### config.mk
export PLATFORM = sky130hd
export DESIGN_NAME = mandelbrot_escape_time
export DESIGN_NICKNAME = d
export VERILOG_FILES = /design/src/mbe_pkg.sv /design/src/mbe_mul.sv /design/src/mandelbrot_escape_time.sv
export SDC_FILE = /design/constraint.sdc
export NUM_CORES = 2
export LEC_CHECK = 0
export BUFFER_PORTS_ARGS = -buffer_cell sky130_fd_sc_hd__buf_2
export CELL_PAD_IN_SITES_DETAIL_PLACEMENT = 1
export CELL_PAD_IN_SITES_GLOBAL_PLACEMENT = 2
export CORE_MARGIN = 5
export CORE_UTILIZATION = 45
export DETAILED_ROUTE_END_ITERATION = 8
export HOLD_SLACK_MARGIN = 0.06
export PLACE_DENSITY = 0.88
export RECOVER_POWER = 25
export SETUP_SLACK_MARGIN = 0.3
export SKIP_LAST_GASP = 1
export SYNTH_ARGS = -nofsm -noshare
export SYNTH_HDL_FRONTEND = slang
export SYNTH_SLANG_ARGS = --single-unit
### constraint.sdc
create_clock -name clock -period 15.3 [get_ports clock]
set_input_delay 3.06 -clock clock [delete_from_list [all_inputs] [get_ports clock]]
set_output_delay 3.06 -clock clock [all_outputs]
set_load 0.1 [all_outputs]
### src/mbe_pkg.sv
// Shared widths and constants for the escape-time unit.
// No dependencies.
package mbe_pkg;

   localparam int FRAC_BITS   = 28;
   localparam int COORD_WIDTH = 32;
   localparam int COUNT_W     = 16;
   localparam int LIMIT_W     = 15;

   // multiplier operand magnitude, below 2.0
   localparam int MAG_W  = FRAC_BITS + 1;
   // product after dropping the fraction, below 4.0
   localparam int PROD_W = 2 * MAG_W - FRAC_BITS;
   // square incl. the saturated value 4.0
   localparam int SQ_W   = FRAC_BITS + 3;
   // z components, worst case |2xy + c| with |xy| < 4.0
   localparam int Z_W = ((COORD_WIDTH > FRAC_BITS + 4) ? COORD_WIDTH : FRAC_BITS + 4) + 2;

   localparam logic [SQ_W-1:0] ESC_LIMIT = {1'b1, {(FRAC_BITS + 2){1'b0}}};
   localparam logic [LIMIT_W-1:0] MAX_ITER_RESET = LIMIT_W'(300);

endpackage

### src/mbe_mul.sv
// Shared unsigned fixed-point multiplier with registered, fraction-dropped product.
// Depends on mbe_pkg.
module mbe_mul (
   input  logic                         clock,
   input  logic [mbe_pkg::MAG_W-1:0]    op_a,
   input  logic [mbe_pkg::MAG_W-1:0]    op_b,
   output logic [mbe_pkg::PROD_W-1:0]   prod
);

   logic [2*mbe_pkg::MAG_W-1:0] full_in;
   logic [mbe_pkg::PROD_W-1:0]  prod_ff;

   assign full_in = op_a * op_b;

   always_ff @(posedge clock) begin
      prod_ff <= full_in[2*mbe_pkg::MAG_W-1:mbe_pkg::FRAC_BITS];
   end

   assign prod = prod_ff;

endmodule

### src/mandelbrot_escape_time.sv
// Mandelbrot escape-time unit: sequencer and datapath around one shared multiplier.
// Runs n iterations (n = 1 to max_iter+1) per request; one request at a time.
// Each iteration steps through four states: x*y, x^2, y^2 on the single multiplier, then the
// escape and limit test. A new request is taken once the result is registered (ST_HOLD waits on rsp_stall).
// Synchronous active-high reset idles the sequencer, empties the result register
// and sets max_iter to 300. Depends on mbe_pkg and mbe_mul.
module mandelbrot_escape_time (
   input  logic                                 clock,
   input  logic                                 reset,
   input  logic                                 req_valid,
   output logic                                 req_stall,
   input  logic signed [mbe_pkg::COORD_WIDTH-1:0] req_c_real,
   input  logic signed [mbe_pkg::COORD_WIDTH-1:0] req_c_imag,
   output logic                                 rsp_valid,
   input  logic                                 rsp_stall,
   output logic [mbe_pkg::COUNT_W-1:0]          rsp_iter_count,
   input  logic                                 csr_write_en,
   input  logic [mbe_pkg::LIMIT_W-1:0]          csr_write_data
);

   localparam int ZW = mbe_pkg::Z_W;
   localparam int SW = mbe_pkg::SQ_W;
   localparam int CW = mbe_pkg::COORD_WIDTH;
   localparam int FB = mbe_pkg::FRAC_BITS;

   typedef enum logic [2:0] {
      ST_IDLE,
      ST_MXY,
      ST_MXX,
      ST_MYY,
      ST_TEST,
      ST_HOLD
   } state_type;

   state_type                     state_ff, state_in;
   logic signed [CW-1:0]          cr_ff, cr_in, ci_ff, ci_in;
   logic signed [ZW-1:0]          x_ff, x_in, y_ff, y_in;
   logic [SW-1:0]                 xx_ff, xx_in, yy_ff, yy_in;
   logic                          sat_ff, sat_in, sign_ff, sign_in;
   logic [mbe_pkg::COUNT_W-1:0]   count_ff, count_in;
   logic [mbe_pkg::LIMIT_W-1:0]   max_iter_ff, max_iter_in;
   logic                          rsp_valid_ff, rsp_valid_in;
   logic [mbe_pkg::COUNT_W-1:0]   rsp_count_ff, rsp_count_in;

   logic [mbe_pkg::MAG_W-1:0]     op_a, op_b;
   logic [mbe_pkg::PROD_W-1:0]    prod;
   logic [ZW-1:0]                 x_mag, y_mag;
   logic signed [ZW-1:0]          prod_ext, xy_s, nx, ny, cr_ext, ci_ext;
   logic [SW-1:0]                 sq_val;
   logic [SW:0]                   mod_sum;
   logic                          escape, at_limit, out_free;

   mbe_mul u_mul (
      .clock (clock),
      .op_a  (op_a),
      .op_b  (op_b),
      .prod  (prod)
   );

   assign x_mag = x_ff[ZW-1] ? ZW'(-x_ff) : ZW'(x_ff);
   assign y_mag = y_ff[ZW-1] ? ZW'(-y_ff) : ZW'(y_ff);

   always_comb begin
      case (state_ff)
         ST_MXY: begin
            op_a = x_mag[mbe_pkg::MAG_W-1:0];
            op_b = y_mag[mbe_pkg::MAG_W-1:0];
         end
         ST_MXX: begin
            op_a = x_mag[mbe_pkg::MAG_W-1:0];
            op_b = x_mag[mbe_pkg::MAG_W-1:0];
         end
         ST_MYY: begin
            op_a = y_mag[mbe_pkg::MAG_W-1:0];
            op_b = y_mag[mbe_pkg::MAG_W-1:0];
         end
         default: begin
            op_a = '0;
            op_b = '0;
         end
      endcase
   end

   assign cr_ext   = {{(ZW - CW){cr_ff[CW-1]}}, cr_ff};
   assign ci_ext   = {{(ZW - CW){ci_ff[CW-1]}}, ci_ff};
   assign prod_ext = {{(ZW - mbe_pkg::PROD_W){1'b0}}, prod};
   assign xy_s     = sign_ff ? -prod_ext : prod_ext;
   assign nx       = $signed({{(ZW - SW){1'b0}}, xx_ff}) - $signed({{(ZW - SW){1'b0}}, yy_ff})
                     + cr_ext;
   assign ny       = (xy_s <<< 1) + ci_ext;
   assign sq_val   = sat_ff ? mbe_pkg::ESC_LIMIT : {{(SW - mbe_pkg::PROD_W){1'b0}}, prod};
   assign mod_sum  = {1'b0, xx_ff} + {1'b0, sq_val};
   assign escape   = mod_sum >= {1'b0, mbe_pkg::ESC_LIMIT};
   assign at_limit = count_ff >= {1'b0, max_iter_ff};
   assign out_free = !rsp_valid_ff || !rsp_stall;

   always_comb begin
      state_in     = state_ff;
      cr_in        = cr_ff;
      ci_in        = ci_ff;
      x_in         = x_ff;
      y_in         = y_ff;
      xx_in        = xx_ff;
      yy_in        = yy_ff;
      sat_in       = sat_ff;
      sign_in      = sign_ff;
      count_in     = count_ff;
      max_iter_in  = csr_write_en ? csr_write_data : max_iter_ff;
      rsp_valid_in = rsp_valid_ff && rsp_stall;
      rsp_count_in = rsp_count_ff;
      case (state_ff)
         ST_IDLE: begin
            if (req_valid) begin
               cr_in    = req_c_real;
               ci_in    = req_c_imag;
               x_in     = '0;
               y_in     = '0;
               xx_in    = '0;
               yy_in    = '0;
               count_in = '0;
               state_in = ST_MXY;
            end
         end
         ST_MXY: begin
            sign_in  = x_ff[ZW-1] ^ y_ff[ZW-1];
            x_in     = nx;
            state_in = ST_MXX;
         end
         ST_MXX: begin
            y_in     = ny;
            sat_in   = |x_mag[ZW-1:FB+1];
            state_in = ST_MYY;
         end
         ST_MYY: begin
            xx_in    = sq_val;
            sat_in   = |y_mag[ZW-1:FB+1];
            state_in = ST_TEST;
         end
         ST_TEST: begin
            yy_in    = sq_val;
            count_in = count_ff + 1'b1;
            if (escape || at_limit) begin
               if (out_free) begin
                  rsp_valid_in = 1'b1;
                  rsp_count_in = count_ff + 1'b1;
                  state_in     = ST_IDLE;
               end else begin
                  state_in = ST_HOLD;
               end
            end else begin
               state_in = ST_MXY;
            end
         end
         ST_HOLD: begin
            if (out_free) begin
               rsp_valid_in = 1'b1;
               rsp_count_in = count_ff;
               state_in     = ST_IDLE;
            end
         end
         default: begin
            state_in = ST_IDLE;
         end
      endcase
   end

   always_ff @(posedge clock) begin
      if (reset) begin
         state_ff     <= ST_IDLE;
         rsp_valid_ff <= 1'b0;
         max_iter_ff  <= mbe_pkg::MAX_ITER_RESET;
      end else begin
         state_ff     <= state_in;
         rsp_valid_ff <= rsp_valid_in;
         max_iter_ff  <= max_iter_in;
      end
      cr_ff        <= cr_in;
      ci_ff        <= ci_in;
      x_ff         <= x_in;
      y_ff         <= y_in;
      xx_ff        <= xx_in;
      yy_ff        <= yy_in;
      sat_ff       <= sat_in;
      sign_ff      <= sign_in;
      count_ff     <= count_in;
      rsp_count_ff <= rsp_count_in;
   end

   assign req_stall      = state_ff != ST_IDLE;
   assign rsp_valid      = rsp_valid_ff;
   assign rsp_iter_count = rsp_count_ff;

endmodule
==> impl_metrics.csv <==
group,metric,value,unit
route,wl_per_cell,24.7,microns
clocking,cts_htree_levels,1,
placed_design,dp.cells,6112,
critical_path,crit_path_end_kind,"flop",
critical_path,slowest_delay,1.00,ns
critical_path,worst_ep_arrival_time,13.12,ns
global_routing,grt_pass1_vias,38800,
synth,yosys.area_share.simple,0.141,
synth,seq_area_frac_synth,0.178,
clocking,ctsLongestPathBuffers,3,
final_layout,final_cell_mix,"inv_1, fa_1, nand2_1",
clocking,cts_sinks,276,
synth,synth.distinct_cells,73,
final_layout,n_fill_cell,11300,
clocking,cts_root_buf,"clkbuf_16",
synth,synth.area.top_cells,"fa_1, edfxtp_1, ha_1",
placed_design,dp_hpwl,120,mm
die,fp.dieH,322,microns
global_routing,grt_use_total,0.296,
synth,async_reset_ff_frac,0,
sta,tightestPinTransition,2.71,ns
synth,synth_edf_count,227,
outcome,violations,"max-capacitance violations, max-slew violations",
die,initial_core_util,0.453,
sta,setup_viol,0,
placed_design,place_congestion,0.949,
synth,synth_top_cell_by_area,"fa_1",
synth,yosysWarnings,0,
synth,synth-seq-cells,276,
sta,drv_slew,89,
synth,synth_mux_area_frac,0.00323,
synth,synth_area,43800,sq um
route,ant_nets,0,
run,maxCapViolCount,2,
placed_design,io_buffers,101,
sta,setup_tns,0,ns
outcome,status,"complete, but fails checks",
die,core,96700,sq um
die,dieArea,104000,sq um
final_layout,layout.cells.non_filler,6167,
global_routing,grt_max_degree,57,
worst_hold_path,hold_class,"flop to flop",
sta,fin_hold_ws,0.491,ns
synth,synth_xor_area_frac,0.0428,
sta,maxSlewHeadroom,-0.804,
synth,synth_top_family_by_area,"adder cells",
clocking,clkLatencyLatePin,0.59,ns
clocking,cts_tree,"yes",
final_layout,syn_to_final_growth,7.16,%
route,wirelength,152,mm
clocking,holdBufCountCts,0,
die,rows,114,
critical_path,crit_top_cell,"fa_1",
global_routing,grt_pass1_wl,233,mm
clocking,post-cts-setup-buffers,0,
critical_path,path_max_fanout,40,
route,drt_iter0_drc,2464,
route,drc,0,
critical_path,critPathLaunchType,"flop",
sta,timing.final.ws_setup,2.68,ns
power_and_ir_drop,p_per_area,147,nW/um^2
final_layout,drive_above_1_share,0.0569,
final_layout,post-route-util,0.486,
route,dr.pass1.iters,6,
die,die_w,322,microns
route,via_per_inst,5.70,
global_routing,overflow,0,
placed_design,placed_area,46100,sq um
power_and_ir_drop,peakVddDrop,0.0000952,V
synth,synth_top_area_frac,0.332,
synth,synth_compound_area_frac,0.0948,
power_and_ir_drop,total_power,6.90,mW
sta,fmax,79.2,MHz
critical_path,criticalPathCategory,"flop to flop",
sta,finalCritPeriodShare,0.825,
synth,synthAdderAreaFrac,0.443,
synth,syn-num-nets,6040,
final_layout,design_area,47000,sq um
clocking,cts_resized,0,
clocking,clkTransAtPathRegs,0.07,ns
sta,fin_crit,12.62,ns
synth,postSynthCellCount,4840,
critical_path,required,15.80,ns
synth,synth_area_per_cell,9.05,sq um
final_layout,layout.cells.most_common,"inv_1",
sta,rsz0062_at_grt,"no",
global_routing,antenna_found_initial,1,
clocking,numCtsBuffers,29,
power_and_ir_drop,leakagePower,22.2,nW
route,vias,35100,
placed_design,place_ws,3.82,ns
sta,hold_violations,0,
sta,worst_clock_skew,0.0323,ns
critical_path,slowest_stage,"clkbuf_1",
final_layout,nets,6067,
synth,synthFlopType,"edfxtp_1",
die,ioPinCount,102,
-- final cells by class --
class                           count  area, sq um  share of cell area
Clock inverter                     20          158             0.00336
Sequential cell                   276         7800               0.166
Inverter                          945         3550              0.0755
Tap cell                         1276         1600              0.0340
Antenna cell                        2         5.00            0.000107
Clock buffer                       33          741              0.0158
Timing Repair Buffer              186         1130              0.0241
Multi-Input combinational cell   3429        32000               0.681
-- critical path, delay by kind of cell, from the launching register on --
| family | cells | cell delay, ns |
|---|---|---|
| DFF | 1 | 0.65 |
| xor gates and xnor gates | 1 | 0.14 |
| buffers and inverters | 9 | 2.71 |
| and+or+nand+nor | 3 | 0.83 |
| adders and majority gates | 9 | 4.39 |
| AOI/OAI and AO/OA | 10 | 3.75 |
-- where the power goes --
group | total [mW] | internal, mW | switching, mW
Sequential | 1.15 | 0.986 | 0.165
Combinational | 5.05 | 1.75 | 3.31
Clock | 0.692 | 0.381 | 0.310
-- flip-flops by register name, summed over array words and instances, names as in the netlist --
name,flops
y_ff,34
ci_ff,32
sat_ff,1
cr_ff,32
xx_ff,31
x_ff,33
rsp_iter_count,16
u_mul.prod,30
max_iter_ff,15
yy_ff,31
sign_ff,1
state_ff,3
rsp_valid,1
count_ff,16
-- kinds of logic (layout without fill, tap and decap cells) --
group           Yosys count  count (layout)
simple gates           1465            1465
buf+inv                1135            1184
fa+ha+maj              1116            1116
mux                      14              14
other cells               0               2
compound gates          620             620
xor+xnor                214             214
flops                   276             276
-- path summary, 6_finish.rpt --
check        cells after the start              to  slack [ns]            from
min reg2reg                      2  max_iter_ff[3]        0.49  max_iter_ff[3]
min                              2  max_iter_ff[3]        0.49  max_iter_ff[3]
max reg2reg                     32  u_mul.prod[28]        2.68     state_ff[1]
max                             32  u_mul.prod[28]        2.68     state_ff[1]
-- cells in the mapped netlist, types with 31 or more instances --
| master | instances |
|---|---|
| fa_1 | 727 |
| xnor2_1 | 111 |
| o22a_1 | 51 |
| nand2_1 | 606 |
| a21oi_1 | 133 |
| o22ai_1 | 60 |
| edfxtp_1 | 227 |
| dfxtp_1 | 49 |
| a21o_1 | 90 |
| inv_1 | 945 |
| clkbuf_1 | 175 |
| o31ai_1 | 34 |
| o21ai_0 | 93 |
| xor2_1 | 103 |
| nand3_1 | 39 |
| nor2_1 | 592 |
| ha_1 | 389 |
| and2_1 | 31 |
| nor3_1 | 33 |
-- routing by layer --
| metal | GRT usage | vias up | part of all wire | wire length, microns |
|---|---|---|---|---|
| li1 | - | 15300 | - | - |
| met1 | 0.384 | 18200 | 0.40 | 61300 |
| met2 | 0.497 | 1314 | 0.47 | 71900 |
| met3 | 0.0532 | 324 | 0.078 | 11900 |
| met4 | 0.114 | 0 | 0.047 | 7180 |
| met5 | 0 | - | 0 | 0 |
(Power assumes the default switching activity.)
